===== src/hw/rtl/assert_macros.svh =====
// ----------------------------------------------------------------------------
// assert_macros.svh
// Shared concurrent assertion macros for the block allocator RTL.
// ----------------------------------------------------------------------------
`ifndef ASSERT_MACROS_SVH
`define ASSERT_MACROS_SVH

// Same-cycle implication, disabled while reset is active.
`define BBA_ASSERT_IMPLY(label, clk, rst_n, ante, cons) \
	label: assert property (@(posedge clk) disable iff (!(rst_n)) (ante) |-> (cons)) \
		else $error("same-cycle check failed");

// Next-cycle implication, disabled while reset is active.
`define BBA_ASSERT_NEXT(label, clk, rst_n, ante, cons) \
	label: assert property (@(posedge clk) disable iff (!(rst_n)) (ante) |=> (cons)) \
		else $error("next-cycle check failed");

`endif


===== src/hw/rtl/bba_pkg.sv =====
// ----------------------------------------------------------------------------
// bba_pkg
// Types, constants and control structures shared by the block allocator.
// ----------------------------------------------------------------------------
package bba_pkg;

	// Map storage is organized as words of usage bits.
	localparam int WORD_W = 32;
	localparam int BIT_W  = $clog2(WORD_W);

	// Payload widths fixed by the interface.
	localparam int KIND_W  = 2;
	localparam int INDEX_W = 8;
	localparam int COUNT_W = 9;
	localparam int COUNT_MAX = 511;

	// Parameter defaults.
	localparam int NUM_BLOCKS_DEF     = 256;
	localparam int RESERVED_START_DEF = 0;
	localparam int RESERVED_COUNT_DEF = 1;

	// Operation codes carried on the kind field.
	typedef enum logic [KIND_W-1:0] {
		KIND_ALLOCATE = 2'd0,
		KIND_REQUEST  = 2'd1,
		KIND_RELEASE  = 2'd2
	} kind_t;

	// Controller states.
	typedef enum logic [2:0] {
		ST_INIT,
		ST_IDLE,
		ST_DISPATCH,
		ST_SCAN,
		ST_COMMIT
	} state_t;

	// Commands from the controller to the datapath.
	typedef struct packed {
		logic load;      // capture the input beat
		logic ptr_clr;   // reset the word pointer
		logic init_wr;   // write the reset word at the pointer, advance
		logic rd_scan;   // read the word at the pointer, advance
		logic rd_named;  // read the word holding the named block
		logic commit;    // update map and count, load the result
	} ctl_cmd_t;

	// Status from the datapath to the controller.
	typedef struct packed {
		logic is_alloc;  // captured operation is allocate
		logic named_ok;  // request or release of a block inside the map
		logic ptr_end;   // pointer has passed the last word
		logic data_ok;   // read data register holds a fresh word
		logic hit;       // that word has a free block
		logic last;      // that word is the last word of the map
	} dp_status_t;

endpackage


===== src/hw/rtl/bba_ram.sv =====
// ----------------------------------------------------------------------------
// bba_ram
// Generic single-write, single-read RAM with registered read data.
// ----------------------------------------------------------------------------
module bba_ram #(
	parameter int WIDTH = 32,
	parameter int DEPTH = 8,
	localparam int AW = (DEPTH > 1) ? $clog2(DEPTH) : 1
) (
	input  logic             clk,
	input  logic             wr_en,
	input  logic [AW-1:0]    wr_addr,
	input  logic [WIDTH-1:0] wr_data,
	input  logic             rd_en,
	input  logic [AW-1:0]    rd_addr,
	output logic [WIDTH-1:0] rd_data
);

	logic [WIDTH-1:0] mem [DEPTH];

	// Write port.
	always_ff @(posedge clk) begin
		if (wr_en) begin
			mem[wr_addr] <= wr_data;
		end
	end

	// Registered read port; data holds when no read is issued.
	always_ff @(posedge clk) begin
		if (rd_en) begin
			rd_data <= mem[rd_addr];
		end
	end

endmodule


===== src/hw/rtl/bba_ctrl.sv =====
// ----------------------------------------------------------------------------
// bba_ctrl
// Controller for the block allocator: sequences the reset sweep, the word
// scan of an allocate, the single read of a request or release, and the
// commit into the output register.
// ----------------------------------------------------------------------------
`include "assert_macros.svh"

module bba_ctrl (
	input  logic                clk,
	input  logic                arst_n,
	input  logic                in_valid,
	output logic                in_ready,
	output logic                out_valid,
	input  logic                out_ready,
	input  bba_pkg::dp_status_t status,
	output bba_pkg::ctl_cmd_t   cmd
);
	import bba_pkg::*;

	state_t state_q;
	state_t state_next;
	logic   out_valid_q;
	logic   out_free;

	// The output register can take a new result when empty or draining.
	assign out_free  = !out_valid_q || out_ready;
	assign out_valid = out_valid_q;

	// State register.
	always_ff @(posedge clk or negedge arst_n) begin
		if (!arst_n) begin
			state_q <= ST_INIT;
		end else begin
			state_q <= state_next;
		end
	end

	// Output valid flag: set by a commit, cleared when the beat is taken.
	always_ff @(posedge clk or negedge arst_n) begin
		if (!arst_n) begin
			out_valid_q <= 1'b0;
		end else if (cmd.commit) begin
			out_valid_q <= 1'b1;
		end else if (out_ready) begin
			out_valid_q <= 1'b0;
		end
	end

	// Next state and commands.
	always_comb begin
		state_next = state_q;
		cmd        = '0;
		in_ready   = 1'b0;
		case (state_q)
			ST_INIT: begin
				if (status.ptr_end) begin
					state_next = ST_IDLE;
				end else begin
					cmd.init_wr = 1'b1;
				end
			end
			ST_IDLE: begin
				in_ready = 1'b1;
				if (in_valid) begin
					cmd.load    = 1'b1;
					cmd.ptr_clr = 1'b1;
					state_next  = ST_DISPATCH;
				end
			end
			ST_DISPATCH: begin
				if (status.is_alloc) begin
					state_next = ST_SCAN;
				end else begin
					cmd.rd_named = status.named_ok;
					state_next   = ST_COMMIT;
				end
			end
			ST_SCAN: begin
				// Stop on the first word with a free block, or after the last word.
				if (status.data_ok && (status.hit || status.last)) begin
					state_next = ST_COMMIT;
				end else begin
					cmd.rd_scan = !status.ptr_end;
				end
			end
			ST_COMMIT: begin
				if (out_free) begin
					cmd.commit = 1'b1;
					state_next = ST_IDLE;
				end
			end
			default: begin
				state_next = ST_INIT;
			end
		endcase
	end

	// A commit never overwrites a result that is still waiting.
	`BBA_ASSERT_IMPLY(a_no_overwrite, clk, arst_n, cmd.commit, !out_valid_q || out_ready)
	// A commit always presents a result in the next cycle.
	`BBA_ASSERT_NEXT(a_commit_shows, clk, arst_n, cmd.commit, out_valid_q)
	// Neither the reset sweep nor the scan advances past the end of the map.
	`BBA_ASSERT_IMPLY(a_scan_bound, clk, arst_n, cmd.rd_scan || cmd.init_wr, !status.ptr_end)

endmodule


===== src/hw/rtl/bba_datapath.sv =====
// ----------------------------------------------------------------------------
// bba_datapath
// Datapath of the block allocator: usage-map RAM, word pointer, first-free
// search over one word, used-block counter and result registers.
// ----------------------------------------------------------------------------
`include "assert_macros.svh"

module bba_datapath #(
	parameter int NUM_BLOCKS     = bba_pkg::NUM_BLOCKS_DEF,
	parameter int RESERVED_START = bba_pkg::RESERVED_START_DEF,
	parameter int RESERVED_COUNT = bba_pkg::RESERVED_COUNT_DEF
) (
	input  logic                          clk,
	input  logic                          arst_n,
	input  bba_pkg::ctl_cmd_t             cmd,
	output bba_pkg::dp_status_t           status,
	input  logic [bba_pkg::KIND_W-1:0]    kind,
	input  logic [bba_pkg::INDEX_W-1:0]   block_index,
	output logic                          success,
	output logic [bba_pkg::INDEX_W-1:0]   granted_index,
	output logic [bba_pkg::COUNT_W-1:0]   used_count,
	output logic [bba_pkg::COUNT_W-1:0]   free_count
);
	import bba_pkg::*;

	localparam int DEPTH      = (NUM_BLOCKS + WORD_W - 1) / WORD_W;
	localparam int ADDR_W     = (DEPTH > 1) ? $clog2(DEPTH) : 1;
	localparam int CNT_W      = $clog2(NUM_BLOCKS + 1);
	localparam int RES_END    = (RESERVED_START + RESERVED_COUNT < NUM_BLOCKS) ?
		(RESERVED_START + RESERVED_COUNT) : NUM_BLOCKS;
	localparam int RESET_USED = (RES_END > RESERVED_START) ? (RES_END - RESERVED_START) : 0;

	logic [KIND_W-1:0]  kind_q;
	logic [INDEX_W-1:0] idx_q;
	logic [ADDR_W:0]    ptr_q;
	logic [ADDR_W-1:0]  addr_s1;
	logic               rd_valid_s1;
	logic [CNT_W-1:0]   used_q;

	logic               rd_en;
	logic [ADDR_W-1:0]  rd_addr;
	logic [WORD_W-1:0]  rd_data;
	logic               wr_en;
	logic [ADDR_W-1:0]  wr_addr;
	logic [WORD_W-1:0]  wr_data;

	logic               named_ok;
	logic [ADDR_W-1:0]  idx_word;
	logic [WORD_W-1:0]  idx_onehot;
	logic [WORD_W-1:0]  free_vec;
	logic [WORD_W-1:0]  low_onehot;
	logic [BIT_W-1:0]   low_pos;
	logic               hit;

	logic               chg_en;
	logic [WORD_W-1:0]  chg_word;
	logic               res_ok;
	logic [INDEX_W-1:0] res_index;
	logic [CNT_W-1:0]   used_next;
	logic [CNT_W-1:0]   free_next;

	// Reset contents of one map word: the reserved run, clipped to the map.
	function automatic logic [WORD_W-1:0] init_word(input logic [ADDR_W:0] a);
		logic [WORD_W-1:0] w;
		int                b;
		w = '0;
		for (int i = 0; i < WORD_W; i++) begin
			b    = (int'(a) << BIT_W) + i;
			w[i] = (b >= RESERVED_START) && (b < RES_END);
		end
		return w;
	endfunction

	// Bits of a word that stand for real blocks.
	function automatic logic [WORD_W-1:0] word_mask(input logic [ADDR_W-1:0] a);
		logic [WORD_W-1:0] w;
		for (int i = 0; i < WORD_W; i++) begin
			w[i] = ((int'(a) << BIT_W) + i) < NUM_BLOCKS;
		end
		return w;
	endfunction

	// Saturate a count to the output field.
	function automatic logic [COUNT_W-1:0] sat_count(input logic [CNT_W-1:0] v);
		return (32'(v) > 32'(COUNT_MAX)) ? COUNT_W'(COUNT_MAX) : COUNT_W'(v);
	endfunction

	// Input beat capture.
	always_ff @(posedge clk) begin
		if (cmd.load) begin
			kind_q <= kind;
			idx_q  <= block_index;
		end
	end

	// Word pointer for the reset sweep and the allocate scan.
	always_ff @(posedge clk or negedge arst_n) begin
		if (!arst_n) begin
			ptr_q <= '0;
		end else if (cmd.ptr_clr) begin
			ptr_q <= '0;
		end else if (cmd.rd_scan || cmd.init_wr) begin
			ptr_q <= ptr_q + 1'b1;
		end
	end

	// Read tracking: which word the read data register holds.
	always_ff @(posedge clk or negedge arst_n) begin
		if (!arst_n) begin
			rd_valid_s1 <= 1'b0;
		end else begin
			rd_valid_s1 <= rd_en;
		end
	end

	always_ff @(posedge clk) begin
		if (rd_en) begin
			addr_s1 <= rd_addr;
		end
	end

	// Named block decode.
	assign named_ok   = ((kind_q == KIND_REQUEST) || (kind_q == KIND_RELEASE)) &&
		(32'(idx_q) < NUM_BLOCKS);
	assign idx_word   = ADDR_W'(idx_q >> BIT_W);
	assign idx_onehot = WORD_W'(1) << idx_q[BIT_W-1:0];

	// Map RAM ports.
	assign rd_en   = cmd.rd_scan || cmd.rd_named;
	assign rd_addr = cmd.rd_named ? idx_word : ptr_q[ADDR_W-1:0];
	assign wr_en   = cmd.init_wr || (cmd.commit && chg_en);
	assign wr_addr = cmd.init_wr ? ptr_q[ADDR_W-1:0] : addr_s1;
	assign wr_data = cmd.init_wr ? init_word(ptr_q) : chg_word;

	bba_ram #(
		.WIDTH (WORD_W),
		.DEPTH (DEPTH)
	) u_map (
		.clk     (clk),
		.wr_en   (wr_en),
		.wr_addr (wr_addr),
		.wr_data (wr_data),
		.rd_en   (rd_en),
		.rd_addr (rd_addr),
		.rd_data (rd_data)
	);

	// Lowest free block in the word: isolate the lowest set bit, then encode.
	assign free_vec   = ~rd_data & word_mask(addr_s1);
	assign low_onehot = free_vec & (~free_vec + 1'b1);
	assign hit        = |free_vec;

	always_comb begin
		low_pos = '0;
		for (int i = 0; i < WORD_W; i++) begin
			if (low_onehot[i]) begin
				low_pos = low_pos | BIT_W'(i);
			end
		end
	end

	// Outcome of the operation held in the capture registers.
	always_comb begin
		chg_en    = 1'b0;
		chg_word  = rd_data;
		res_ok    = 1'b0;
		res_index = '0;
		used_next = used_q;
		case (kind_q)
			KIND_ALLOCATE: begin
				if (hit) begin
					chg_en    = 1'b1;
					chg_word  = rd_data | low_onehot;
					res_ok    = 1'b1;
					res_index = INDEX_W'({addr_s1, low_pos});
					used_next = used_q + 1'b1;
				end
			end
			KIND_REQUEST: begin
				if (named_ok && ((rd_data & idx_onehot) == '0)) begin
					chg_en    = 1'b1;
					chg_word  = rd_data | idx_onehot;
					res_ok    = 1'b1;
					res_index = idx_q;
					used_next = used_q + 1'b1;
				end
			end
			KIND_RELEASE: begin
				if (named_ok) begin
					res_ok = 1'b1;
					if ((rd_data & idx_onehot) != '0) begin
						chg_en    = 1'b1;
						chg_word  = rd_data & ~idx_onehot;
						used_next = used_q - 1'b1;
					end
				end
			end
			default: begin
				chg_en = 1'b0;
			end
		endcase
	end

	assign free_next = CNT_W'(NUM_BLOCKS) - used_next;

	// Used-block counter.
	always_ff @(posedge clk or negedge arst_n) begin
		if (!arst_n) begin
			used_q <= CNT_W'(RESET_USED);
		end else if (cmd.commit) begin
			used_q <= used_next;
		end
	end

	// Result register.
	always_ff @(posedge clk) begin
		if (cmd.commit) begin
			success       <= res_ok;
			granted_index <= res_index;
			used_count    <= sat_count(used_next);
			free_count    <= sat_count(free_next);
		end
	end

	// Status to the controller.
	assign status.is_alloc = (kind_q == KIND_ALLOCATE);
	assign status.named_ok = named_ok;
	assign status.ptr_end  = (32'(ptr_q) == DEPTH);
	assign status.data_ok  = rd_valid_s1;
	assign status.hit      = hit;
	assign status.last     = (32'(addr_s1) == DEPTH - 1);

	// The used count never exceeds the map size.
	`BBA_ASSERT_IMPLY(a_used_bound, clk, arst_n, 1'b1, 32'(used_q) <= NUM_BLOCKS)
	// A release never raises the used count.
	`BBA_ASSERT_NEXT(a_release_dec, clk, arst_n, cmd.commit && (kind_q == KIND_RELEASE), used_q <= $past(used_q))

endmodule


===== src/hw/rtl/bitmap_block_allocator.sv =====
// ----------------------------------------------------------------------------
// bitmap_block_allocator
// First-fit bitmap block allocator: allocate the lowest free block, claim a
// named block, or release one, reporting used and free block counts.
//
//   Channel  Direction  Handshake              Payload
//   in       sink       in_valid / in_ready    kind, block_index
//   out      source     out_valid / out_ready  success, granted_index,
//                                              used_count, free_count
//
// After reset a sweep writes the reserved run into the map RAM, one 32-bit
// word per cycle; in_ready stays low until the sweep has passed the last word.
// Request, release and unused kinds pass DISPATCH, which reads the word of a
// named block inside the map, and COMMIT; allocate passes DISPATCH, then SCAN,
// which reads map words in order on the single read port of the map RAM up to
// the first word with a free block (the last word when the map is full), then
// COMMIT. One item is in work at a time; the next beat can be taken in the cycle
// after the commit, even with a result still in the output register; a commit waits until that result is taken.
// ----------------------------------------------------------------------------
module bitmap_block_allocator #(
	parameter int NUM_BLOCKS     = bba_pkg::NUM_BLOCKS_DEF,
	parameter int RESERVED_START = bba_pkg::RESERVED_START_DEF,
	parameter int RESERVED_COUNT = bba_pkg::RESERVED_COUNT_DEF
) (
	input  logic                          clk,
	input  logic                          arst_n,
	input  logic                          in_valid,
	output logic                          in_ready,
	input  logic [bba_pkg::KIND_W-1:0]    kind,
	input  logic [bba_pkg::INDEX_W-1:0]   block_index,
	output logic                          out_valid,
	input  logic                          out_ready,
	output logic                          success,
	output logic [bba_pkg::INDEX_W-1:0]   granted_index,
	output logic [bba_pkg::COUNT_W-1:0]   used_count,
	output logic [bba_pkg::COUNT_W-1:0]   free_count
);
	import bba_pkg::*;

	ctl_cmd_t   cmd;
	dp_status_t status;

	// Sequencing.
	bba_ctrl u_ctrl (
		.clk       (clk),
		.arst_n    (arst_n),
		.in_valid  (in_valid),
		.in_ready  (in_ready),
		.out_valid (out_valid),
		.out_ready (out_ready),
		.status    (status),
		.cmd       (cmd)
	);

	// Map, search and counters.
	bba_datapath #(
		.NUM_BLOCKS     (NUM_BLOCKS),
		.RESERVED_START (RESERVED_START),
		.RESERVED_COUNT (RESERVED_COUNT)
	) u_dp (
		.clk           (clk),
		.arst_n        (arst_n),
		.cmd           (cmd),
		.status        (status),
		.kind          (kind),
		.block_index   (block_index),
		.success       (success),
		.granted_index (granted_index),
		.used_count    (used_count),
		.free_count    (free_count)
	);

endmodule


===== config.mk =====
export PLATFORM = sky130hd
export DESIGN_NAME = bitmap_block_allocator
export DESIGN_NICKNAME = d
export VERILOG_FILES = /design/src/hw/rtl/bba_pkg.sv /design/src/hw/rtl/bba_ram.sv /design/src/hw/rtl/bba_ctrl.sv /design/src/hw/rtl/bba_datapath.sv /design/src/hw/rtl/bitmap_block_allocator.sv
export VERILOG_INCLUDE_DIRS = /design/src /design/src/hw/rtl
export SDC_FILE = /design/constraint.sdc
export NUM_CORES = 1
export LEC_CHECK = 0
export ABC_CLOCK_PERIOD_IN_PS = 13730
export BUFFER_PORTS_ARGS = -buffer_cell sky130_fd_sc_hd__buf_2
export CAP_MARGIN = 10
export CORE_ASPECT_RATIO = 0.75
export CORE_MARGIN = 2
export CORE_UTILIZATION = 38
export CTS_BUF_LIST = sky130_fd_sc_hd__clkbuf_8
export CTS_CLUSTER_SIZE = 14
export DETAILED_ROUTE_END_ITERATION = 10
export PLACE_DENSITY = 0.61
export SLEW_MARGIN = 20
export SYNTH_ARGS = -nofsm -noshare
export SYNTH_HDL_FRONTEND = slang
export SYNTH_SLANG_ARGS = --single-unit

===== constraint.sdc =====
create_clock -name clk -period 13.73 [get_ports clk]
set_clock_uncertainty 0.2 [all_clocks]
set_input_delay 0.6865 -clock clk [delete_from_list [all_inputs] [get_ports clk]]
set_output_delay 0.6865 -clock clk [all_outputs]
set_load 0.03 [all_outputs]

=== Word level (Yosys, flattened, before mapping) ===
Memory sizes are Yosys's and may differ from the RTL's. A register that Yosys moved wholly into a read port is not among the register bits.
Cells that the tools add are included.

* Add/sub/neg operators: 67
* Order comparisons: 96
* Equality and inequality tests: 12
* Shift-type cells: 1
* Muxes and demuxes: 107
* Bitwise gates (word level): 9
* Reduce and logical (&&, ||, !) cells: 51

{| class="wikitable"
|+ Operators with widths
! cell !! count
|-
| 32-bit by 1-bit greater-or-equal comparator with 1-bit output (second input constant) || 31
|-
| 32-bit by 10-bit less-than comparator with 1-bit output (second input constant) || 31
|-
| 32-bit by 2-bit less-than comparator with 1-bit output (second input constant) || 31
|-
| 32-bit 2-to-1 mux || 10
|-
| 9-bit by 5-bit adder with 10-bit output (second input constant) || 16
|-
| 8-bit by 5-bit adder with 9-bit output (second input constant) || 16
|-
| 32-bit bitwise AND || 4
|-
| 32-bit inverter || 3
|-
| 32-bit case mux with 3 select lines || 1
|-
| 9-bit 2-to-1 mux || 9
|-
| 9-bit by 4-bit adder with 10-bit output (second input constant) || 8
|-
| 5-bit 2-to-1 mux || 16
|-
| 8-bit by 4-bit adder with 9-bit output (second input constant) || 8
|-
| 32-bit bitwise OR || 2
|-
| 3-bit 2-to-1 mux || 16
|-
| 4-bit 2-to-1 mux || 11
|-
| 9-bit by 3-bit adder with 10-bit output (second input constant) || 4
|-
| 8-bit by 3-bit adder with 9-bit output (second input constant) || 4
|-
| 1-bit logical AND || 35
|-
| 32-bit by 1-bit adder with 32-bit output (second input constant) || 1
|-
| 32-bit zero test || 1
|-
| 8-bit 2-to-1 mux || 4
|-
| 32-bit nonzero test || 1
|-
| 32-bit OR reduction || 1
|-
| 32 further kinds || 79
|}

* Bits in registers: 58
* Memory bits (writable): 256
* Word-level logic and storage cells: 356
* Memories kept: 1

{| class="wikitable"
|+ Memories
! memory !! words !! width !! rd ports !! clocked after memory_dff !! wr ports !! RTL line !! text
|-
| u_dp.u_map.mem || 8 || 32 || 1 || 1 || 1 || bba_ram.sv:19 || <nowiki>logic [WIDTH-1:0] mem [DEPTH];</nowiki>
|}

=== Depth between registers and ports, before layout ===
Gate-level depths: netlist of run 1.

* Word-level depth: 40
* Depth in mapped cells: 19

=== Cells and area by module ===
From an unflattened synthesis of run 1, not the netlist that was laid out.

* Cell total of the unflattened synthesis: 1,224
* Area total of the unflattened synthesis: 16,714.8 µm²

{| class="wikitable"
|+ Modules (own cells, without submodules)
! module !! instances !! cells an instance !! area each (µm²) !! sequential area each (µm²)
|-
| bba_ram || 1 || 415 || 10,786.6 || 8,648.3
|-
| bba_datapath || 1 || 777 || 5,634.2 || 1,522.7
|-
| bba_ctrl || 1 || 32 || 294.0 || 100.1
|}

=== Worst setup path after synthesis of run 1 ===
OpenSTA, ideal clock, no wires.

* Kind: reg2reg
* Start: register u_dp.u_map.rd_data[24] (read register of u_dp.u_map.mem)
* End: memory u_dp.u_map.mem[0][0] (enable)
* Library setup time: 0.421 ns
* Arrival time: 3.680 ns
* Setup slack: 9.429 ns
* Stages on the path, launching flop included: 11
* Buffers on the path: 2
* Clock period less this slack: 4.301 ns
* Cells stage by stage: edfxtp_1 clkbuf_2 mux4_2 a32oi_1 nand4_2 nor3_1 buf_2 nand2_1 a31oi_1 o21ai_0 nor2_1

* Cells in the longest elaborated chain, start to end: 12
* Elaborated cells on any way between the ends: 21
* Those cells by class: mux: 12; bitwise: 3; reduce/logical: 6

{| class="wikitable"
|+ RTL lines
! item !! RTL line !! text
|-
| start: declaration || bba_ram.sv:16 || <nowiki>output logic [WIDTH-1:0] rd_data</nowiki>
|-
| 32-bit bitwise AND || bba_datapath.sv:180, bba_datapath.sv:191 ||
|-
| 32-bit nonzero test || bba_datapath.sv:191 || <nowiki>if ((rd_data & idx_onehot) != '0) begin</nowiki>
|-
| 1-bit 2-to-1 mux || bba_datapath.sv:191 ||
|-
| 1-bit 2-to-1 mux || bba_datapath.sv:189 || <nowiki>if (named_ok) begin</nowiki>
|-
| 1-bit 2-to-1 mux || bba_datapath.sv:169 || <nowiki>case (kind_q)</nowiki>
|-
| 1-bit 2-to-1 mux || bba_datapath.sv:189 ||
|-
| 1-bit 2-to-1 mux || bba_datapath.sv:169 ||
|-
| 1-bit case mux with 3 select lines (*) || bba_datapath.sv:169 ||
|-
| 1-bit logical AND (*) || bba_datapath.sv:131 || <nowiki>assign wr_en = cmd.init_wr || (cmd.commit && chg_en);</nowiki>
|-
| 1-bit logical OR (*) || bba_datapath.sv:131 ||
|-
| 1-bit 2-to-1 mux (*) || bba_ram.sv:23 || <nowiki>if (wr_en) begin</nowiki>
|-
| 1-bit 2-to-1 mux (not written as such) (*) || bba_ram.sv:24 || <nowiki>mem[wr_addr] <= wr_data;</nowiki>
|-
| end: declaration || bba_ram.sv:19 ||
|}

Every way passes the cells marked *; elsewhere a longest branch is shown, timed or not. The select of a mux whose other input is x is not followed.

=== Final worst setup path of run 1 ===
* Start: register u_dp.idx_q[0]
* End: memory u_dp.u_map.mem[3][5], data pin

* Cells in the longest elaborated chain, start to end: 10
* Elaborated cells on any way between the ends: 17
* Those cells by class: shift: 1; mux: 9; bitwise: 4; reduce/logical: 3

{| class="wikitable"
|+ RTL lines
! item !! RTL line !! text
|-
| start: declaration || bba_datapath.sv:34 || <nowiki>logic [INDEX_W-1:0] idx_q;</nowiki>
|-
| start signal: assignment || bba_datapath.sv:92 || <nowiki>idx_q <= block_index;</nowiki>
|-
| 1-bit by 5-bit << shifter with 32-bit output (*) || bba_datapath.sv:126 || <nowiki>assign idx_onehot = WORD_W'(1) << idx_q[BIT_W-1:0];</nowiki>
|-
| 32-bit bitwise AND / 32-bit inverter (equally long branches) || bba_datapath.sv:180, bba_datapath.sv:191, bba_datapath.sv:193 ||
|-
| 32-bit nonzero test / 32-bit bitwise AND (equally long branches) || bba_datapath.sv:191, bba_datapath.sv:193 ||
|-
| 32-bit 2-to-1 mux || bba_datapath.sv:191 ||
|-
| 32-bit 2-to-1 mux || bba_datapath.sv:189 ||
|-
| 32-bit 2-to-1 mux || bba_datapath.sv:169 ||
|-
| 32-bit 2-to-1 mux || bba_datapath.sv:189 ||
|-
| 32-bit 2-to-1 mux || bba_datapath.sv:169 ||
|-
| 32-bit case mux with 3 select lines (*) || bba_datapath.sv:169 ||
|-
| 32-bit 2-to-1 mux (*) || bba_datapath.sv:133 || <nowiki>assign wr_data = cmd.init_wr ? init_word(ptr_q) : chg_word;</nowiki>
|-
| via u_dp.u_map.wr_data[5] || bba_ram.sv:13 || <nowiki>input logic [WIDTH-1:0] wr_data,</nowiki>
|}

Mark *: on every way through the listed nets, which the timed path passes. The rest lies on a longest branch. The select of a mux whose other input is x is not followed.

==> results.md, run 1 <==
* Worst reg2reg path startpoint: u_dp.idx_q[0]
* Synth area leaders: edfxtp_1 60%, nand2_1 9.2%, nand3_1 5.8%
* GRT Util Overall at 20.8%
* Vias per cell at 5.59
* Setup violations, final at 0
* Critical Path End Type: flop
* Top Layer Used: met4
* WP data required at around 14 ns
* Reg2reg path depth at 10
* Synth warnings at 0
* Final nets at between 1.5k and 2k
* Worst Path Arrival at approximately 5.3 ns
* Hold Vio Cnt, Final at 0
* DIE WIDTH at 243 µm
* Drt initial violations at 1,480
* Residual DRC at 0
* Drt pass-1 iters at 6
* WL met3 at 3530 µm
* Register area at 0.0103 mm²
* Syn_nets at 1,620
* CTS tree: done
* Total power at 0.00430 W
* Avg Cell Area, Syn at 10.2 µm²
* Clk slew on worst S/H paths at 0.06 ns
* First-pass GRT wire length at 71,700 µm
* GR Overflow Total at 0
* Post-DR wirelength/cell at 20.9 µm
* VDD IR-drop max at roughly 0.12 mV
* Vias in the first global route at 11.9k
* IO Pins at 43
* Setup crit start kind: flop
* Root Buffer: clkbuf_8
* Hold path endpoint: u_dp.idx_q[4]
* Area of the multi-input gates at 0.00565 mm²
* Worst flop-to-flop path endpoint: u_dp.u_map.mem[3][5]
* Power density cells at 236 mW/mm²
* Hpwl dp at 28,500 µm
* Cells after Synth at about 1.6k
* Cell taking the most area after synthesis: edfxtp_1
* Post-synthesis sequential area ratio at 62.9%
* R2r setup slk at 8.58 ns
* Area grow syn2layout at 11.5%
* Rel. slew slack at 33.1%
* Htree depth at 2
* Hold Path Stages at 1
* Final ANT Viol Nets at 0
* Setup WS pre-CTS at 8.64 ns
* Largest net degree at the start of global routing at 88
* Cts repair resizes at 0
* Crit share post-route at between 30% and 40%
* Via count at 12.4k
* Met1 WL at about 22,000 µm
* Post-CTS Setup Repair Bufs at 0
* Post-Syn Area at around 0.016 mm²
* LEAKAGE at between 6 and 7 nW
* Ys async rst share at under 10%
* Final worst setup slack at 8.58 ns
* Predominant post-synthesis flop cell: edfxtp_1
* Worst Hold Launch: block_index[4]
* # rows at 65
* Number of diodes at 0
* Antenna violations before repair at 2
* Die area at 0.0447 mm²
* Kind of critical path: reg2reg
* EDFF count, synth at between 300 and 400
* Wire length on met2 at 20,200 µm
* Fillers at 4,033
* Synth cell types at 68
* Max Buffers Root-to-Sink at 3
* Share of the synthesized area in the top cell type at 60.1%
* Die Y at about 180 µm
* Max Freq at ~200 MHz
* CTS Sinks at 345
* Drt total wl at 46,500 µm
* Final GP Congestion at 0.947
* Initial core utilization at 38.7%
* Final slew viol count at 0
* PortBufs at 42
* Actual slew at the worst max-slew pin at 1.00 ns
* Outcome: complete, no violations
* Hold WS at between 0.05 and 0.06 ns
* Share of cells above drive strength 1 at 10.4%
* Core footprint at 0.0422 mm²
* Num CTS Buffers at 55
* Post-layout minimum cycle time at 5.15 ns
* Worst-Skew Late Latency at approximately 0.62 ns
* #FFs+latches synth at 345
* RSZ-0062 raised after global routing: no
* Maxcap violations at 0
* Setup TNS at 0 ns
* Crit path max fanout at 22
* HP Class: in2reg
[critical path, stage by stage, from the launching register on]
cell and delay [ns]:
edfxtp_1 0.67, nand2_1 0.62, nor3_1 0.13, a311oi_1 0.32
nand3_1 0.32, or4_1 0.85, nor2_1 0.86, a22oi_1 0.20
nor2_1 0.13, a21oi_1 0.07, nor2_1 0.50
[layer usage]
| metal | vias up | track usage [%] |
|---|---|---|
| met5 | - | 0.436 |
| li1 | 5777 | - |
| met4 | 0 | 6.50 |
| met2 | 527 | 31.4 |
| met3 | 98 | 4.04 |
| met1 | 6035 | 30.1 |
[flip-flops by register name, indices dropped and copies added, names as in the netlist]
register            cells
u_dp.ptr_q              4
u_ctrl.out_valid        1
u_dp.addr_s1            3
u_dp.u_map.rd_data     32
u_dp.rd_valid_s1        1
u_ctrl.state_q          3
u_dp.used_q             9
u_dp.free_count         9
u_dp.success            1
u_dp.u_map.mem        256
u_dp.idx_q              8
u_dp.used_count         8
u_dp.kind_q             2
u_dp.granted_index      8
[Yosys cell counts (4+ instances only)]
cell,number
xnor2_1,9
buf_1,9
a31oi_1,13
or2_2,7
a22o_1,5
a32oi_1,7
clkbuf_1,84
and2_1,6
buf_2,9
nand3b_1,6
dfrtp_1,17
nor4_1,12
inv_1,30
o22ai_1,5
nor3_1,22
mux2i_1,4
nand4_1,17
o21ai_0,111
o31ai_1,6
edfxtp_1,327
nand3_1,189
ha_1,10
or3_1,7
or4_1,5
a22oi_1,11
nand2b_1,11
nor2_1,124
nand2_1,399
o211ai_1,4
a21oi_1,68
[metrics by stage]
step,utilization (%),instances,instance area (µm²)
final,43.1,2226,18200
after global routing,43.1,2226,18200
after CTS,43.1,2226,18200
after detailed placement,40.6,2126,17100
after global placement,40.6,2126,17100
after floorplan,-,1596,16300
[worst max path at each step]
| stage | start | depth (start not counted) | endpoint |
|---|---|---|---|
| 2_1_floorplan | u_dp.u_map.rd_data[24] | 10 | u_dp.u_map.mem[0][0] |
| 3_3_place_gp | u_dp.idx_q[0] | 16 | u_dp.free_count[8] |
| 3_5_place_dp | u_dp.idx_q[0] | 16 | u_dp.free_count[8] |
| 4_1_cts | u_dp.idx_q[0] | 16 | u_dp.free_count[8] |
| 5_1_grt | u_dp.idx_q[0] | 16 | u_dp.free_count[8] |
| 6_report | u_dp.idx_q[0] | 10 | u_dp.u_map.mem[3][5] |
[cells by family (layout without fill, tap and decap cells)]
kind of cell / count (synthesis) / count (layout) / synth area share, %
xor+xnor: 11 / 11 / 0.590
mux: 7 / 7 / 0.521
simple gates: 823 / 823 / 22.2
buf+inv: 136 / 197 / 3.28
compound gates: 264 / 264 / 9.74
fa+ha+maj: 10 / 10 / 0.766
flops: 345 / 345 / 62.9
[report_power, final]
| part | switching (W) | internal, W |
|---|---|---|
| Sequential | 0.000195 | 0.00163 |
| Clock | 0.000398 | 0.000440 |
| Combinational | 0.00120 | 0.000447 |
[layout make-up]
type	count	share of cell area, %
Sequential cell	345	56.4
Multi-Input combinational cell	1115	31.0
Inverter	30	0.625
Clock buffer	60	4.54
Clock inverter	39	1.24
Tap cell	569	3.91
Timing Repair Buffer	68	2.24
[timing repair]
action / in CTS / in global routing
setup endpoints to repair: 0 / 0
hold buffers: 1 / 0
endpoints found under the hold margin: 17 / 0
[layout by cell type (no fill, tap or decap), types with 7 or more instances in the layout]
cell and instances:
nand2_1 399, edfxtp_1 327, nand3_1 189, nor2_1 116, o21ai_0 110, a21oi_1 65
clkbuf_8 60, inv_1 49, buf_2 42, buf_4 25, nor3_1 22, nand4_1 17
dfrtp_1 17, a31oi_1 13, a22oi_1 11, nor4_1 10, nand2b_1 10, ha_1 10
xnor2_1 9, clkinv_2 8, nor2_4 8, or3_1 7, a32oi_1 7, or2_2 7
clkinv_1 7
Note: power is estimated with default switching activity, not from simulation.
==> inputs of run 2 (changes only) <==
--- a/config.mk
+++ b/config.mk
@@ -6,7 +6,7 @@
 export SDC_FILE = /design/constraint.sdc
 export NUM_CORES = 1
 export LEC_CHECK = 0
-export ABC_CLOCK_PERIOD_IN_PS = 13730
+export ABC_CLOCK_PERIOD_IN_PS = 5300
 export BUFFER_PORTS_ARGS = -buffer_cell sky130_fd_sc_hd__buf_2
 export CAP_MARGIN = 10
 export CORE_ASPECT_RATIO = 0.75
==> constraint.sdc (replaced) <==
create_clock -name clk -period 5.3 [get_ports clk]
set_clock_uncertainty 0.2 [all_clocks]
set_input_delay 0.265 -clock clk [delete_from_list [all_inputs] [get_ports clk]]
set_output_delay 0.265 -clock clk [all_outputs]
set_load 0.03 [all_outputs]
==> results.md, run 2 (same netlist as run 1, synthesis figures left out) <==
* Setup crit start kind: flop (unchanged)
* Rel. slew slack at 31.9% (was 33.1%)
* Num CTS Buffers at 51 (was 55)
* Worst Path Arrival at 4.77 ns (was 5.27 ns)
* Fillers at 4,001 (was 4,033)
* Crit share post-route at 87.4% (was 37.5%)
* Kind of critical path: reg2reg (unchanged)
* Initial core utilization at 38.7% (unchanged)
* GRT Util Overall at 20.8% (about the same)
* Drt total wl at 46,600 µm (was 46,500 µm)
* Area of the multi-input gates at 0.00565 mm² (about the same)
* CTS Sinks at 345 (unchanged)
* Die Y at 184 µm (unchanged)
* Outcome: complete, no violations (unchanged)
* Regs by FF count: u_dp.u_map.mem: 256 flops, u_dp.u_map.rd_data: 32 flops (unchanged)
* Number of diodes at 0 (unchanged)
* Hold Vio Cnt, Final at 0 (unchanged)
* Max Freq at 216 MHz (was 194 MHz)
* Post-DR wirelength/cell at 20.8 µm (was 20.9 µm)
* Setup violations, final at 0 (unchanged)
* Top Family by Delay on Critical Path: simple AND/OR/NAND/NOR gates (unchanged)
* LEAKAGE at 6.62 nW (was 6.59 nW)
* Crit path max fanout at 13 (was 22)
* Maxcap violations at 0 (unchanged)
* Final nets at 1,660 (was 1,639)
* Most common cell after layout, fill and taps aside: nand2_1 (unchanged)
* Htree depth at 2 (unchanged)
* Critical Path End Type: flop (unchanged)
* Crit-path slowest cell: edfxtp_1 (was nor2_1)
* Worst-Skew Late Latency at 0.61 ns (was 0.62 ns)
* # rows at 65 (unchanged)
* WP data required at 5.44 ns (was 13.85 ns)
* Final slew viol count at 0 (unchanged)
* Clk slew on worst S/H paths at 0.06 ns (about the same)
* Cell Chain, Critical Path: nand2_1 -> nor3_1 -> a311oi_1 -> nand3_1 -> or3_1 -> nand3_1 -> nand2_1 -> nand3_1 -> a21boi_0 -> ha_1 -> inv_1 -> a311oi_1 -> nand4_1 -> nor4_2 -> xor2_1 (was nand2_1 -> nor3_1 -> a311oi_1 -> nand3_1 -> or4_1 -> nor2_1 -> a22oi_1 -> nor2_1 -> a21oi_1 -> nor2_1)
* Max Buffers Root-to-Sink at 3 (unchanged)
* GR Overflow Total at 0 (unchanged)
* Die area at 0.0447 mm² (unchanged)
* Vias per cell at 5.53 (was 5.59)
* Worst path max stage delay at 0.53 ns (was 0.86 ns)
* IO Pins at 43 (unchanged)
* Largest net degree at the start of global routing at 129 (was 88)
* Drt pass-1 iters at 6 (unchanged)
* Setup WS pre-CTS at 0.736 ns (was 8.64 ns)
* RSZ-0062 raised after global routing: no (unchanged)
* Area grow syn2layout at 12.1% (was 11.5%)
* Actual slew at the worst max-slew pin at 1.02 ns (was 1.00 ns)
* DIE WIDTH at 243 µm (unchanged)
* Hold WS at 0.0526 ns (was 0.0516 ns)
* Power density cells at 602 mW/mm² (was 236 mW/mm²)
* First-pass GRT wire length at 71,600 µm (was 71,700 µm)
* Residual DRC at 0 (unchanged)
* Setup TNS at 0 ns (unchanged)
* Core footprint at 0.0422 mm² (unchanged)
* Final GP Congestion at 0.939 (was 0.947)
* Share of cells above drive strength 1 at 10.3% (was 10.4%)
* Post-layout minimum cycle time at 4.63 ns (was 5.15 ns)
* R2r setup slk at 0.67 ns (was 8.58 ns)
* Root Buffer: clkbuf_8 (unchanged)
* Antenna violations before repair at 0 (was 2)
* Drt initial violations at 1,331 (was 1,480)
* Commonest cells after routing, fill and taps aside: 399 x nand2_1, 327 x edfxtp_1, 189 x nand3_1 (unchanged)
* Via count at 12.4k (about the same)
* Final ANT Viol Nets at 0 (unchanged)
* Final worst setup slack at 0.665 ns (was 8.58 ns)
* Cell mode on critical path: nand3_1 (was nor2_1)
* Worst path buffer plus inverter count at 1 (was 0)
* Vias in the first global route at 11.6k (was 11.9k)
* Register area at 0.0103 mm² (unchanged)
* Post-CTS Setup Repair Bufs at 0 (unchanged)
* VDD IR-drop max at 0.389 mV (was 0.117 mV)
* PortBufs at 42 (unchanged)
* Largest register FFs at 256 (unchanged)
* Most flops, register: u_dp.u_map.mem (unchanged)
* Hpwl dp at 29,000 µm (was 28,500 µm)
* CTS tree: done (unchanged)
* HP Class: in2reg (unchanged)
-- run 2: cell count changes in the layout (fill, tap and decap cells not counted), sizes merged --
cell         before  now
bufinv            2    0
clkinvlp          0    1
buf              67   79
clkbuf           60   51
dlygate4sd3       1   14
clkinv           15   25
inv              52   48
-- run 2: per-stage QoR --
| stage | std cells | area [µm²] | util [%] | total power, W |
|---|---|---|---|---|
| 2_1_floorplan | 1596 | 16300 | - | 0.00748 |
| 3_3_place_gp | 2138 | 17300 | 40.9 | 0.00907 |
| 3_5_place_dp | 2138 | 17300 | 40.9 | 0.00911 |
| 4_1_cts | 2247 | 18300 | 43.4 | 0.0111 |
| 5_1_grt | 2247 | 18300 | 43.4 | 0.0117 |
| 6_report | 2247 | 18300 | 43.4 | 0.0110 |
-- run 2: what timing repair did --
action,CTS,global route
setup endpoints to repair,0,0
hold endpoints to repair,31,0
hold buffers,14,0
gates resized for setup,0,0
-- run 2: power breakdown --
group / switching [W] / internal (W)
Sequential: 0.000469 / 0.00421
Clock: 0.00103 / 0.000901
Combinational: 0.00317 / 0.00124
Total: 0.00467 / 0.00635
-- run 2: metal layers --
metal	vias to the layer above	share of wire, %	wire length, µm	track usage (%)
met5	-	0	0	0
li1	5835	-	-	-
met3	71	6.6	3070	3.71
met4	0	1.8	845	5.10
met1	6081	48	22500	31.5
met2	438	43	20200	30.6
-- run 2: worst min-delay path: stages --
cell	delay [ns]
buf_2	0.09
o21a_1	0.12
o211ai_1	0.12
o211a_1	0.23
-- run 2: area by class of cell --
| type | count | share of cell area [%] |
|---|---|---|
| well taps | 569 | 3.89 |
| clock inverters | 44 | 1.00 |
| repair buffers | 93 | 3.70 |
| multi-input cells | 1115 | 30.8 |
| inverters | 30 | 0.622 |
| clock buffers | 51 | 3.83 |
| flip-flops and latches | 345 | 56.1 |
-- run 2: worst paths after layout --
kind	from	cells past startpoint	end
worst min register to register	u_ctrl.out_valid	2	u_ctrl.out_valid
max in group asynchronous	arst_n	4	u_dp.ptr_q[0]
worst max-delay path	u_dp.idx_q[0]	15	u_dp.free_count[8]
min in group asynchronous	arst_n	3	u_dp.used_q[0]
worst min-delay path	in_valid	4	u_ctrl.state_q[0]
worst max register to register	u_dp.idx_q[0]	15	u_dp.free_count[8]
==> inputs of run 3 (changes only) <==
--- a/config.mk
+++ b/config.mk
@@ -9,7 +9,7 @@
 export ABC_CLOCK_PERIOD_IN_PS = 5300
 export BUFFER_PORTS_ARGS = -buffer_cell sky130_fd_sc_hd__buf_2
 export CAP_MARGIN = 10
-export CORE_ASPECT_RATIO = 0.75
+export CORE_ASPECT_RATIO = 1.2
 export CORE_MARGIN = 2
 export CORE_UTILIZATION = 38
 export CTS_BUF_LIST = sky130_fd_sc_hd__clkbuf_8
==> results.md, run 3 (same netlist as run 1, synthesis figures left out) <==
* Outcome: complete, no violations (unchanged)
* Net switching power at 0.00466 W (was 0.00467 W)
* Setup TNS at 0 ns (unchanged)
* Logic pwr share at 39.2% (was 40.0%)
* Worst-Skew Late Latency at 0.66 ns (was 0.61 ns)
* Cell Chain, Critical Path: mux4_2 -> a32oi_1 -> nand4_2 -> nor3_1 -> nor2_1 -> o32ai_1 -> nand2_1 -> a21boi_0 -> ha_1 -> inv_1 -> a311oi_1 -> nand4_1 -> nor4_2 -> xor2_1 (was nand2_1 -> nor3_1 -> a311oi_1 -> nand3_1 -> or3_1 -> nand3_1 -> nand2_1 -> nand3_1 -> a21boi_0 -> ha_1 -> inv_1 -> a311oi_1 -> nand4_1 -> nor4_2 -> xor2_1)
* Vias in the first global route at 12.4k (was 11.6k)
* Max Freq at 211 MHz (was 216 MHz)
* Top Layer Used: met4 (unchanged)
* Largest register FFs at 256 (unchanged)
* Final ANT Viol Nets at 0 (unchanged)
* Internal Power at 0.00641 W (was 0.00635 W)
* Kind of critical path: reg2reg (unchanged)
* Via count at 12.4k (unchanged)
* Final nets at 1,660 (unchanged)
* Critical Path End Type: flop (unchanged)
* Total power at 0.0111 W (was 0.0110 W)
* DIE WIDTH at 193 µm (was 243 µm)
* Commonest cells after routing, fill and taps aside: 399 x nand2_1, 327 x edfxtp_1, 189 x nand3_1 (unchanged)
* Num CTS Buffers at 53 (was 51)
* Area grow syn2layout at 12.2% (was 12.1%)
* Wire length on met2 at 22,700 µm (was 20,200 µm)
* Drt total wl at 47,300 µm (was 46,600 µm)
* Initial core utilization at 38.4% (was 38.7%)
* LEAKAGE at 6.62 nW (about the same)
* CTS Sinks at 345 (unchanged)
* First-pass GRT wire length at 72,700 µm (was 71,600 µm)
* Max Buffers Root-to-Sink at 3 (unchanged)
* PortBufs at 42 (unchanged)
* VDD IR-drop max at 0.391 mV (was 0.389 mV)
* Seq pwr share at 42.4% (about the same)
* IO Pins at 43 (unchanged)
* Crit-path slowest cell: edfxtp_1 (unchanged)
* GR Overflow Total at 0 (unchanged)
* Setup violations, final at 0 (unchanged)
* Post-DR wirelength/cell at 21.2 µm (was 20.8 µm)
* Drt initial violations at 1,044 (was 1,331)
* Most common cell after layout, fill and taps aside: nand2_1 (unchanged)
* CTS tree: done (unchanged)
* Htree depth at 2 (unchanged)
* Residual DRC at 0 (unchanged)
* Drt pass-1 iters at 6 (unchanged)
* Sw Share at 42.1% (was 42.4%)
* Regs by FF count: u_dp.u_map.mem: 256 flops, u_dp.u_map.rd_data: 32 flops (unchanged)
* Cell Count, Final, Fillers Out at 2,228 (was 2,247)
* Core footprint at 0.0426 mm² (was 0.0422 mm²)
* Hold Vio Cnt, Final at 0 (unchanged)
* HP Class: in2reg (unchanged)
* Worst path buffer plus inverter count at 1 (unchanged)
* Final slew viol count at 0 (unchanged)
* Largest net degree at the start of global routing at 92 (was 129)
* Actual slew at the worst max-slew pin at 1.08 ns (was 1.02 ns)
* Rel. slew slack at 27.7% (was 31.9%)
* Power density cells at 604 mW/mm² (was 602 mW/mm²)
* RSZ-0062 raised after global routing: no (unchanged)
* Setup crit start kind: flop (unchanged)
* Most flops, register: u_dp.u_map.mem (unchanged)
* Clk slew on worst S/H paths at 0.08 ns (was 0.06 ns)
* Crit path max fanout at 17 (was 13)
* GRT Util Overall at 21.1% (was 20.8%)
* WP data required at 5.49 ns (was 5.44 ns)
* Maxcap violations at 0 (unchanged)
* Root Buffer: clkbuf_8 (unchanged)
* Die area at 0.0447 mm² (about the same)
* Antenna violations before repair at 1 (was 0)
* Hpwl dp at 29,500 µm (was 29,000 µm)
* Cts repair resizes at 0 (unchanged)
* Final GP Congestion at 0.941 (was 0.939)
* Crit share post-route at 89.3% (was 87.4%)
* Fillers at 4,054 (was 4,001)
* Placed Cells at 2,118 (was 2,138)
* Worst Path Arrival at 4.93 ns (was 4.77 ns)
* Vias per cell at 5.58 (was 5.53)
* # rows at 83 (was 65)
* Share of cells above drive strength 1 at 10.9% (was 10.3%)
* Met1 WL at 19,600 µm (was 22,500 µm)
* Die Y at 231 µm (was 184 µm)
* Post-layout minimum cycle time at 4.73 ns (was 4.63 ns)
* Worst path max stage delay at 0.72 ns (was 0.53 ns)
* Clock share of power at 18.4% (was 17.6%)
* Top Family by Delay on Critical Path: simple AND/OR/NAND/NOR gates (unchanged)
* WL met3 at 2540 µm (was 3070 µm)
* Hold WS at 0.129 ns (was 0.0526 ns)
[run 3: changes by cell type in the layout (fill, tap and decap cells not counted), moves of 2 or more]
cell / change
clkinv_2: +7
clkinv_1: -6
clkbuf_8: +2
inv_1: -7
buf_12: -2
[run 3: worst paths after layout]
path	from	end	slack, ns	cells past startpoint
setup / recovery	u_dp.idx_q[2]	u_dp.free_count[8]	0.57	14
hold / removal	block_index[7]	u_dp.idx_q[7]	0.13	2
setup reg to reg	u_dp.idx_q[2]	u_dp.free_count[8]	0.57	14
hold reg to reg	u_ctrl.out_valid	u_ctrl.out_valid	0.33	2
max in group asynchronous	arst_n	u_dp.used_q[4]	2.98	4
min in group asynchronous	arst_n	u_dp.used_q[0]	0.51	3
[run 3: worst reg2reg max path, cell delays in order, from the launching register on]
cell	delay (ns)
edfxtp_1	0.72
mux4_2	0.58
a32oi_1	0.23
nand4_2	0.24
nor3_1	0.43
nor2_1	0.08
o32ai_1	0.38
nand2_1	0.13
a21boi_0	0.36
ha_1	0.21
inv_1	0.06
a311oi_1	0.26
nand4_1	0.20
nor4_2	0.29
xor2_1	0.10
[run 3: layer usage]
layer  vias up  track usage (%)
met4         0             11.7
li1       5821                -
met1      6009             26.3
met2       470             35.5
met5         -                0
met3       125             2.71
[run 3: cell type report]
type | count | area, µm² | share of cell area (%)
Sequential cell | 345 | 10300 | 56.1
Clock inverter | 41 | 225 | 1.23
Timing Repair Buffer | 91 | 641 | 3.50
Inverter | 30 | 114 | 0.621
Clock buffer | 53 | 729 | 3.98
Antenna cell | 1 | 2.50 | 0.0137
Multi-Input combinational cell | 1115 | 5650 | 30.8
Tap cell | 552 | 691 | 3.77
[run 3: per-stage QoR]
step           area [µm²]  worst slack, ns  utilization (%)
2_1_floorplan       16300            0.999                -
3_3_place_gp        17200            0.702             40.4
3_5_place_dp        17200            0.691             40.4
4_1_cts             18300            0.627             43.0
5_1_grt             18300            0.165             43.0
6_report            18300            0.566             43.0
[run 3: power by group through the flow]
stage,registers [W],clock network [W],logic [W]
final,0.00470,0.00204,0.00434
after global routing,0.00475,0.00221,0.00484
after CTS,0.00468,0.00210,0.00439
after detailed placement,0.00473,0,0.00436
after global placement,0.00472,0,0.00431
after floorplan,0.00454,0,0.00293
[run 3: what timing repair did]
action / 4_1_cts / 5_1_grt
setup buffers: 0 / 0
hold endpoints to repair: 31 / 0
hold buffers: 15 / 0
